**src/gelu_pkg.sv**
```systemverilog
// gelu_pkg: shared widths, constants, beat types and tanh table for the gelu pipeline
package gelu_pkg;

    localparam int DATA_WIDTH = 16;
    localparam int FRAC_BITS  = 11;

    localparam int TDATA_W = ((DATA_WIDTH + 7) / 8) * 8;
    localparam int MAG_W   = (DATA_WIDTH > FRAC_BITS + 3) ? DATA_WIDTH : FRAC_BITS + 3;
    localparam int SHIFT_L = (FRAC_BITS <= 16) ? (16 - FRAC_BITS) : 0;
    localparam int SHIFT_R = (FRAC_BITS > 16) ? (FRAC_BITS - 16) : 0;

    localparam int A16_W      = 19;
    localparam int SQ_W       = 21;
    localparam int T_W        = 17;
    localparam int P_W        = 19;
    localparam int U_W        = 19;
    localparam int SEG_BITS   = 13;
    localparam int IDX_W      = U_W - SEG_BITS;
    localparam int TANH_STEPS = 32;
    localparam int TH_W       = 16;
    localparam int DIFF_W     = 12;
    localparam int M_W        = 17;
    localparam int CUBIC_W    = 12;
    localparam int SCALE_W    = 16;

    localparam logic [MAG_W-1:0]   MAG_LIMIT    = MAG_W'(64'd4 << FRAC_BITS);
    localparam logic [CUBIC_W-1:0] COEF_CUBIC   = CUBIC_W'(2930);
    localparam logic [SCALE_W-1:0] COEF_SCALE   = SCALE_W'(52290);
    localparam logic [TH_W-1:0]    ONE_Q15      = TH_W'(32768);
    localparam logic [M_W-1:0]     ONE_Q16      = M_W'(65536);
    localparam int                 INTERP_ROUND = 4096;

    typedef logic signed [DATA_WIDTH-1:0] sample_t;

    typedef struct packed {
        sample_t        x;
        logic           last;
        logic [U_W-1:0] u;
    } poly_beat_t;

    typedef struct packed {
        sample_t        x;
        logic           last;
        logic [M_W-1:0] m;
    } scale_beat_t;

    // tanh in q15 over [0, 4] in steps of 1/8
    function automatic logic [TH_W-1:0] tanh_entry(input logic [IDX_W-1:0] i);
        logic [TH_W-1:0] v;
        case (i)
            0:  v = TH_W'(0);
            1:  v = TH_W'(4075);
            2:  v = TH_W'(8025);
            3:  v = TH_W'(11743);
            4:  v = TH_W'(15143);
            5:  v = TH_W'(18173);
            6:  v = TH_W'(20813);
            7:  v = TH_W'(23066);
            8:  v = TH_W'(24956);
            9:  v = TH_W'(26519);
            10: v = TH_W'(27797);
            11: v = TH_W'(28830);
            12: v = TH_W'(29660);
            13: v = TH_W'(30322);
            14: v = TH_W'(30847);
            15: v = TH_W'(31262);
            16: v = TH_W'(31589);
            17: v = TH_W'(31846);
            18: v = TH_W'(32048);
            19: v = TH_W'(32206);
            20: v = TH_W'(32329);
            21: v = TH_W'(32426);
            22: v = TH_W'(32501);
            23: v = TH_W'(32560);
            24: v = TH_W'(32606);
            25: v = TH_W'(32642);
            26: v = TH_W'(32670);
            27: v = TH_W'(32691);
            28: v = TH_W'(32708);
            29: v = TH_W'(32721);
            30: v = TH_W'(32732);
            31: v = TH_W'(32740);
            32: v = TH_W'(32746);
            default: v = ONE_Q15;
        endcase
        return v;
    endfunction

endpackage

```
**src/gelu_tanh_activation_top.sv**
```systemverilog
// gelu_tanh_activation_top: streaming tanh-approximated gelu over q4.11 samples
// Applies y = 0.5*x*(1 + tanh(sqrt(2/pi)*x*(1 + 0.044715*x^2))) to each beat, signed
// q4.11 in and out, rounded to nearest and saturated; tanh comes from a 33-entry
// table over [0, 4] with linear interpolation and is exactly +-1 beyond. tlast passes
// through with its sample. One beat is accepted per cycle while backpressure does not
// stall the pipeline; each result passes through eight register stages (five for the
// polynomial multiplies, two for table lookup and interpolation, one for the final
// multiply and rounding). Backpressure stalls only the stages that hold data, so
// bubbles are squeezed out and results come in input order.
module gelu_tanh_activation_top (
    input  logic                         clk,
    input  logic                         rst_n,
    input  logic                         s_axis_tvalid,
    output logic                         s_axis_tready,
    input  logic [gelu_pkg::TDATA_W-1:0] s_axis_tdata,  // sample
    input  logic                         s_axis_tlast,
    output logic                         m_axis_tvalid,
    input  logic                         m_axis_tready,
    output logic [gelu_pkg::TDATA_W-1:0] m_axis_tdata,  // activated
    output logic                         m_axis_tlast
);

    logic                  poly_valid, poly_ready;
    gelu_pkg::poly_beat_t  poly_beat;
    logic                  tanh_valid, tanh_ready;
    gelu_pkg::scale_beat_t tanh_beat;
    gelu_pkg::sample_t     sample;
    gelu_pkg::sample_t     activated;

    assign sample = s_axis_tdata[gelu_pkg::DATA_WIDTH-1:0];

    gelu_poly u_poly (
        .clk       (clk),
        .rst_n     (rst_n),
        .in_valid  (s_axis_tvalid),
        .in_ready  (s_axis_tready),
        .in_sample (sample),
        .in_last   (s_axis_tlast),
        .out_valid (poly_valid),
        .out_ready (poly_ready),
        .out_beat  (poly_beat)
    );

    gelu_tanh u_tanh (
        .clk       (clk),
        .rst_n     (rst_n),
        .in_valid  (poly_valid),
        .in_ready  (poly_ready),
        .in_beat   (poly_beat),
        .out_valid (tanh_valid),
        .out_ready (tanh_ready),
        .out_beat  (tanh_beat)
    );

    gelu_out u_out (
        .clk       (clk),
        .rst_n     (rst_n),
        .in_valid  (tanh_valid),
        .in_ready  (tanh_ready),
        .in_beat   (tanh_beat),
        .out_valid (m_axis_tvalid),
        .out_ready (m_axis_tready),
        .activated (activated),
        .last_out  (m_axis_tlast)
    );

    assign m_axis_tdata = gelu_pkg::TDATA_W'(unsigned'(activated));

endmodule

```
**src/gelu_poly.sv**
```systemverilog
// gelu_poly: five-stage pipeline forming the scaled tanh argument from |x|
module gelu_poly (
    input  logic                 clk,
    input  logic                 rst_n,
    input  logic                 in_valid,
    output logic                 in_ready,
    input  gelu_pkg::sample_t    in_sample,
    input  logic                 in_last,
    output logic                 out_valid,
    input  logic                 out_ready,
    output gelu_pkg::poly_beat_t out_beat
);

    localparam int WIDE_W = gelu_pkg::MAG_W + 16;
    localparam int SQP_W  = 2 * gelu_pkg::A16_W;
    localparam int CUBP_W = gelu_pkg::CUBIC_W + gelu_pkg::SQ_W;
    localparam int PP_W   = gelu_pkg::A16_W + gelu_pkg::T_W;
    localparam int UP_W   = gelu_pkg::SCALE_W + gelu_pkg::P_W;

    logic v1_reg, v2_reg, v3_reg, v4_reg, v5_reg;
    logic en1, en2, en3, en4, en5;

    gelu_pkg::sample_t x1_reg, x2_reg, x3_reg, x4_reg, x5_reg;
    logic last1_reg, last2_reg, last3_reg, last4_reg, last5_reg;

    logic signed [gelu_pkg::MAG_W-1:0] x_ext;
    logic [gelu_pkg::MAG_W-1:0]  mag;
    logic [gelu_pkg::MAG_W-1:0]  mag_clamped;
    logic [WIDE_W-1:0]           a16_wide;
    logic [gelu_pkg::A16_W-1:0]  a16_next, a16_1_reg, a16_2_reg, a16_3_reg;
    logic [SQP_W-1:0]            sq_prod;
    logic [gelu_pkg::SQ_W-1:0]   sq_next, sq_reg;
    logic [CUBP_W-1:0]           cub_prod;
    logic [gelu_pkg::T_W-1:0]    t_next, t_reg;
    logic [PP_W-1:0]             p_prod;
    logic [gelu_pkg::P_W-1:0]    p_next, p_reg;
    logic [UP_W-1:0]             u_prod;
    logic [gelu_pkg::U_W-1:0]    u_next, u_reg;

    assign en5 = !v5_reg || out_ready;
    assign en4 = !v4_reg || en5;
    assign en3 = !v3_reg || en4;
    assign en2 = !v2_reg || en3;
    assign en1 = !v1_reg || en2;
    assign in_ready = en1;

    // magnitude, clamp to 4.0, move to 16 fractional bits
    always_comb
    begin
        x_ext       = gelu_pkg::MAG_W'(in_sample);
        mag         = x_ext[gelu_pkg::MAG_W-1] ? gelu_pkg::MAG_W'(-x_ext)
                                               : gelu_pkg::MAG_W'(x_ext);
        mag_clamped = (mag > gelu_pkg::MAG_LIMIT) ? gelu_pkg::MAG_LIMIT : mag;
        a16_wide    = (WIDE_W'(mag_clamped) << gelu_pkg::SHIFT_L) >> gelu_pkg::SHIFT_R;
        a16_next    = a16_wide[gelu_pkg::A16_W-1:0];
    end

    always_comb
    begin
        sq_prod  = SQP_W'(a16_1_reg) * SQP_W'(a16_1_reg);
        sq_next  = sq_prod[16 +: gelu_pkg::SQ_W];
        cub_prod = CUBP_W'(gelu_pkg::COEF_CUBIC) * CUBP_W'(sq_reg);
        t_next   = gelu_pkg::ONE_Q16 + cub_prod[16 +: gelu_pkg::T_W];
        p_prod   = PP_W'(a16_3_reg) * PP_W'(t_reg);
        p_next   = p_prod[16 +: gelu_pkg::P_W];
        u_prod   = UP_W'(gelu_pkg::COEF_SCALE) * UP_W'(p_reg);
        u_next   = u_prod[16 +: gelu_pkg::U_W];
    end

    always_ff @(posedge clk or negedge rst_n)
    begin
        if (!rst_n)
        begin
            v1_reg <= 1'b0;
            v2_reg <= 1'b0;
            v3_reg <= 1'b0;
            v4_reg <= 1'b0;
            v5_reg <= 1'b0;
        end
        else
        begin
            if (en1) v1_reg <= in_valid;
            if (en2) v2_reg <= v1_reg;
            if (en3) v3_reg <= v2_reg;
            if (en4) v4_reg <= v3_reg;
            if (en5) v5_reg <= v4_reg;
        end
    end

    always_ff @(posedge clk)
    begin
        if (en1)
        begin
            x1_reg    <= in_sample;
            last1_reg <= in_last;
            a16_1_reg <= a16_next;
        end
        if (en2)
        begin
            x2_reg    <= x1_reg;
            last2_reg <= last1_reg;
            a16_2_reg <= a16_1_reg;
            sq_reg    <= sq_next;
        end
        if (en3)
        begin
            x3_reg    <= x2_reg;
            last3_reg <= last2_reg;
            a16_3_reg <= a16_2_reg;
            t_reg     <= t_next;
        end
        if (en4)
        begin
            x4_reg    <= x3_reg;
            last4_reg <= last3_reg;
            p_reg     <= p_next;
        end
        if (en5)
        begin
            x5_reg    <= x4_reg;
            last5_reg <= last4_reg;
            u_reg     <= u_next;
        end
    end

    assign out_valid     = v5_reg;
    assign out_beat.x    = x5_reg;
    assign out_beat.last = last5_reg;
    assign out_beat.u    = u_reg;

endmodule

```
**src/gelu_tanh.sv**
```systemverilog
// gelu_tanh: two-stage table lookup with linear interpolation, forms 1 +- tanh in q15, i.e. (1 +- tanh)/2 in q16
module gelu_tanh (
    input  logic                  clk,
    input  logic                  rst_n,
    input  logic                  in_valid,
    output logic                  in_ready,
    input  gelu_pkg::poly_beat_t  in_beat,
    output logic                  out_valid,
    input  logic                  out_ready,
    output gelu_pkg::scale_beat_t out_beat
);

    localparam int IP_W = gelu_pkg::DIFF_W + gelu_pkg::SEG_BITS + 1;

    logic v6_reg, v7_reg;
    logic en6, en7;

    logic [gelu_pkg::IDX_W-1:0]    idx;
    logic [gelu_pkg::IDX_W-1:0]    idx_hi;
    logic [gelu_pkg::TH_W-1:0]     lo_next, hi_val, lo_reg;
    logic [gelu_pkg::TH_W-1:0]     diff_full;
    logic [gelu_pkg::DIFF_W-1:0]   diff_next, diff_reg;
    logic [gelu_pkg::SEG_BITS-1:0] frac_reg;
    logic                          sat_next, sat_reg;
    gelu_pkg::sample_t             x6_reg, x7_reg;
    logic                          last6_reg, last7_reg;

    logic [IP_W-1:0]               interp;
    logic [gelu_pkg::TH_W-1:0]     th;
    logic [gelu_pkg::M_W-1:0]      m_next, m_reg;

    assign en7 = !v7_reg || out_ready;
    assign en6 = !v6_reg || en7;
    assign in_ready = en6;

    always_comb
    begin
        idx       = in_beat.u[gelu_pkg::U_W-1:gelu_pkg::SEG_BITS];
        idx_hi    = idx + gelu_pkg::IDX_W'(1);
        sat_next  = idx >= gelu_pkg::IDX_W'(gelu_pkg::TANH_STEPS);
        lo_next   = gelu_pkg::tanh_entry(idx);
        hi_val    = gelu_pkg::tanh_entry(idx_hi);
        diff_full = hi_val - lo_next;
        diff_next = diff_full[gelu_pkg::DIFF_W-1:0];
    end

    // rounded interpolation, then 1 + tanh or 1 - tanh by the sign of x
    always_comb
    begin
        interp = IP_W'(diff_reg) * IP_W'(frac_reg) + IP_W'(gelu_pkg::INTERP_ROUND);
        th     = sat_reg ? gelu_pkg::ONE_Q15
                         : lo_reg + gelu_pkg::TH_W'(interp[IP_W-1:gelu_pkg::SEG_BITS]);
        m_next = x6_reg[gelu_pkg::DATA_WIDTH-1]
               ? gelu_pkg::M_W'(gelu_pkg::ONE_Q15) - gelu_pkg::M_W'(th)
               : gelu_pkg::M_W'(gelu_pkg::ONE_Q15) + gelu_pkg::M_W'(th);
    end

    always_ff @(posedge clk or negedge rst_n)
    begin
        if (!rst_n)
        begin
            v6_reg <= 1'b0;
            v7_reg <= 1'b0;
        end
        else
        begin
            if (en6) v6_reg <= in_valid;
            if (en7) v7_reg <= v6_reg;
        end
    end

    always_ff @(posedge clk)
    begin
        if (en6)
        begin
            x6_reg    <= in_beat.x;
            last6_reg <= in_beat.last;
            sat_reg   <= sat_next;
            lo_reg    <= lo_next;
            diff_reg  <= diff_next;
            frac_reg  <= in_beat.u[gelu_pkg::SEG_BITS-1:0];
        end
        if (en7)
        begin
            x7_reg    <= x6_reg;
            last7_reg <= last6_reg;
            m_reg     <= m_next;
        end
    end

    assign out_valid     = v7_reg;
    assign out_beat.x    = x7_reg;
    assign out_beat.last = last7_reg;
    assign out_beat.m    = m_reg;

    a_m_range: assert property (@(posedge clk) disable iff (!rst_n)
        v7_reg |-> (m_reg <= gelu_pkg::ONE_Q16))
        else $error("gelu_tanh: scale factor above one");

    a_sat_exact: assert property (@(posedge clk) disable iff (!rst_n)
        (v6_reg && en7 && sat_reg && !x6_reg[gelu_pkg::DATA_WIDTH-1])
        |=> (m_reg == gelu_pkg::ONE_Q16))
        else $error("gelu_tanh: clamped argument did not give tanh of one");

endmodule

```
**src/gelu_out.sv**
```systemverilog
// gelu_out: final multiply by x, round to nearest, saturate, output register
module gelu_out (
    input  logic                  clk,
    input  logic                  rst_n,
    input  logic                  in_valid,
    output logic                  in_ready,
    input  gelu_pkg::scale_beat_t in_beat,
    output logic                  out_valid,
    input  logic                  out_ready,
    output gelu_pkg::sample_t     activated,
    output logic                  last_out
);

    localparam int PROD_W = gelu_pkg::DATA_WIDTH + gelu_pkg::M_W + 1;
    localparam int Y_W    = PROD_W - 16;
    localparam logic signed [Y_W-1:0] Y_MAX =
        Y_W'((64'sd1 <<< (gelu_pkg::DATA_WIDTH - 1)) - 64'sd1);
    localparam logic signed [Y_W-1:0] Y_MIN = -Y_MAX - Y_W'(1);

    logic en8;
    logic out_valid_reg;
    gelu_pkg::sample_t activated_reg, activated_next;
    logic last_reg;

    logic signed [PROD_W-1:0] prod;
    logic signed [PROD_W-1:0] rnd;
    logic signed [Y_W-1:0]    y;

    assign en8 = !out_valid_reg || out_ready;
    assign in_ready = en8;

    always_comb
    begin
        prod = PROD_W'(in_beat.x) * PROD_W'($signed({1'b0, in_beat.m}));
        rnd  = prod + PROD_W'(32768);
        y    = rnd[PROD_W-1:16];
        if (y > Y_MAX)
            activated_next = gelu_pkg::DATA_WIDTH'(Y_MAX);
        else if (y < Y_MIN)
            activated_next = gelu_pkg::DATA_WIDTH'(Y_MIN);
        else
            activated_next = gelu_pkg::DATA_WIDTH'(y);
    end

    always_ff @(posedge clk or negedge rst_n)
    begin
        if (!rst_n)
            out_valid_reg <= 1'b0;
        else if (en8)
            out_valid_reg <= in_valid;
    end

    always_ff @(posedge clk)
    begin
        if (en8)
        begin
            activated_reg <= activated_next;
            last_reg      <= in_beat.last;
        end
    end

    assign out_valid = out_valid_reg;
    assign activated = activated_reg;
    assign last_out  = last_reg;

    a_pos_sign: assert property (@(posedge clk) disable iff (!rst_n)
        (in_valid && en8 && !in_beat.x[gelu_pkg::DATA_WIDTH-1])
        |=> !activated_reg[gelu_pkg::DATA_WIDTH-1])
        else $error("gelu_out: negative result for non-negative sample");

    a_neg_sign: assert property (@(posedge clk) disable iff (!rst_n)
        (in_valid && en8 && in_beat.x[gelu_pkg::DATA_WIDTH-1])
        |=> (activated_reg == '0 || activated_reg[gelu_pkg::DATA_WIDTH-1]))
        else $error("gelu_out: positive result for negative sample");

endmodule
```
**config.mk**
```make
export PLATFORM = sky130hd
export DESIGN_NAME = gelu_tanh_activation_top
export DESIGN_NICKNAME = d
export VERILOG_FILES = /design/src/gelu_pkg.sv /design/src/gelu_tanh_activation_top.sv /design/src/gelu_poly.sv /design/src/gelu_tanh.sv /design/src/gelu_out.sv
export SDC_FILE = /design/constraint.sdc
export NUM_CORES = 2
export LEC_CHECK = 0
export BUFFER_PORTS_ARGS = -buffer_cell sky130_fd_sc_hd__buf_4
export CAP_MARGIN = 20
export CELL_PAD_IN_SITES_DETAIL_PLACEMENT = 1
export CELL_PAD_IN_SITES_GLOBAL_PLACEMENT = 1
export CORE_MARGIN = 3
export CORE_UTILIZATION = 44
export CTS_BUF_LIST = sky130_fd_sc_hd__clkbuf_8
export CTS_CLUSTER_DIAMETER = 150
export DETAILED_ROUTE_END_ITERATION = 6
export PLACE_DENSITY_LB_ADDON = 0.1
export SETUP_SLACK_MARGIN = 0.05
export SLEW_MARGIN = 5
export SYNTH_ARGS = -nofsm -noshare
export SYNTH_HDL_FRONTEND = slang
export SYNTH_SLANG_ARGS = --single-unit
```
**constraint.sdc**
```tcl
create_clock -name clk -period 16.5 [get_ports clk]
set_input_delay 3.3 -clock clk [delete_from_list [all_inputs] [get_ports clk]]
set_output_delay 3.3 -clock clk [all_outputs]
set_load 0.005 [all_outputs]
```
==> metrics.cfg <==
[timing]
hold_viol_final = 0
clock_skew_ns = 0.0824
min_period_ns = 9.34
maxSlewHeadroom_pct = 25.1
worst_pin_slew_ns = 1.12
grt_setup_unrepaired = no
fin_crit_sh_pct = 56.6
drv_slew = 0
finalSetupViolCount = 0
fmax_mhz = 107
setup_tns_ns = 0

[critical_path]
reg2reg_depth = 31
crit_type = in2out
start_kind = input port
r2r-end = u_tanh.m_reg[15]$_DFFE_PP_
worst_ep_arrival_time_ns = 6.04
r2r-start = u_tanh.diff_reg[6]$_DFFE_PP_
worstPathRequired_ns = 13.20
path_cells = buf_4 -> nand2b_1 -> buf_4 -> nor2_1 -> and3_1 -> nand4_1 -> buf_4 -> or2_2 -> buf_4
crit_buf_inv = 4
crit_path_end_kind = output port
crit_slowest_cell = or2_2
crit_fanout = 54
crit_top_cell = buf_4
slowest_delay_ns = 0.76
rrSetupSlack_ns = 8.08
critPathTopFamily = simple AND/OR/NAND/NOR gates

[placed_design]
dpl_cell_area_um2 = 49200
portBuffers = 39
routabilityCongestion = 0.801
dp_hpwl_um = 89000
dp_cells = 5989

[route]
met1Wirelength_um = 49600
wl_per_cell_um = 18.0
drt_iter0_markers = 994
via_count = 31200
viasPerCell = 5.10
ant_nets = 0
drc = 0
wirelength_um = 110000
wl_met2_um = 55400
firstDrtPassIters = 5
highest_layer = met5
dr_wl_met3_um = 2910

[layout]
design_area_um2 = 50600
register_area_um2 = 9920
fin_nets = 6076
largest_reg_flops = 21
fin_cells = 6113
multi_input_area_um2 = 33400
drive_above_1_share_pct = 4.34
area_growth_pct = 6.45
fill_cells = 11900

[clock_tree]
cts_setup_buffers = 0
htreeDepth = 3
post_cts_resized = 0
clockBufferDepth = 3
cts_hold_buf = 0
cts_sinks = 337
cts_buffers = 67
root_buffer = clkbuf_8
cts_tree = built
clock_latency_ns = 0.69
clkTransAtPathRegs_ns = 0.07

[global_routing]
grt_pass1_vias = 34900
track_usage_pct = 20.6
grt_max_degree = 59
grt_pass1_wl_um = 185000
grt_overflow = 0
antenna_found_initial = 11

[logic_synthesis]
async_flop_share_pct = 2.37
yosys-top-cells-count = inv_1, fa_1, ha_1
synth-edff-count = 313
yosys-top-cells-area = fa_1, edfxtp_1, ha_1, inv_1, nand2_1
ys_types = 90
synth-simple-area-share_pct = 12.0
synth_top_family_by_area = adder cells
synth.largest_area_cell = fa_1
synth_area_per_cell_um2 = 10.2
synth_xor_area_share_pct = 2.85
synth.area.mux_share_pct = 0.310
syn_area_um2 = 47600
yosysWarnings = 0
ys_dominant_reg_cell = edfxtp_1
synth_top_area_share_pct = 31.6
synth_most_common_cell = inv_1
ys_ff_latch = 337
syn_nets = 6097
synthAdderAreaFrac_pct = 48.6
yosysSeqAreaShare_pct = 20.8
synth-compound-area-share_pct = 6.35
synth_cells = 4676

[die]
coreArea_um2 = 107000
dieWidth_um = 335
std_cell_rows = 120
die_area_um2 = 112000
initial_core_util_pct = 44.4
io_pins = 40
die_height_um = 335

[min_path]
hp-start = u_poly.last5_reg$_DFFE_PN_
hold_path_depth = 0
hold_path.class = reg2reg
holdPathEnd = u_tanh.last6_reg$_DFFE_PP_

[outcome]
outcome = complete, no violations

[job]
maxCapViolations = 0

==> cell families (layout without fill, tap and decap cells) <==
kind of cell / Yosys count / after routing
fa+ha+maj: 1400 / 1400
simple gates: 1194 / 1194
buf+inv: 1127 / 1156
compound gates: 450 / 450
flops: 337 / 337
xor+xnor: 155 / 155
mux: 13 / 13
other cells: 0 / 5
==> final cells by class <==
class | instances | area share (%)
Clock inverter | 44 | 0.763
Timing Repair Buffer | 63 | 0.934
Antenna cell | 5 | 0.0247
Sequential cell | 337 | 19.6
Clock buffer | 75 | 2.04
Tap cell | 1403 | 3.47
Multi-Input combinational cell | 3212 | 66.0
Inverter | 974 | 7.22
==> placed cells by master, fill, tap and decap left out, types with 13 or more instances in the layout <==
master / count
nand4_1: 16
xnor2_1: 101
nor3_1: 39
nand2b_1: 38
a21o_1: 58
a31oi_1: 21
nor2b_1: 31
and2_1: 303
dfxtp_1: 16
ha_1: 650
a21oi_1: 114
nand3_1: 42
inv_1: 983
buf_4: 63
fa_1: 750
edfxtp_1: 313
o21ai_0: 101
nor2_1: 137
xor2_1: 54
o21a_1: 15
nand2_1: 527
clkbuf_8: 75
or3_1: 13
and3_1: 15
==> through the flow <==
stage | hold WS, ns | utilization [%] | setup WS, ns
after global placement | 0.389 | 45.9 | 7.19
after global routing | 0.382 | 47.2 | 6.82
after floorplan | 0.386 | - | 6.10
final | 0.375 | 47.2 | 7.16
after detailed placement | 0.390 | 45.9 | 7.12
after CTS | 0.356 | 47.2 | 7.11
==> how the worst max path moves through the flow <==
stage                  startpoint            end  slack (ns)  depth (start not counted)
CTS                 m_axis_tready  s_axis_tready        7.11                          9
floorplan           m_axis_tready  s_axis_tready        6.10                          6
detailed placement  m_axis_tready  s_axis_tready        7.12                          9
finish              m_axis_tready  s_axis_tready        7.16                          9
global placement    m_axis_tready  s_axis_tready        7.19                          9
global route        m_axis_tready  s_axis_tready        6.82                          9
==> per-layer routing <==
layer	GRT usage (%)	up-vias
met5	0	-
met4	4.28	6
met3	2.53	129
met2	36.4	292
met1	27.1	16000
li1	-	14700
Power is left out: the tool's default activity adds up to more than one toggle a clock period on the data nets, which glitch-free logic cannot reach.
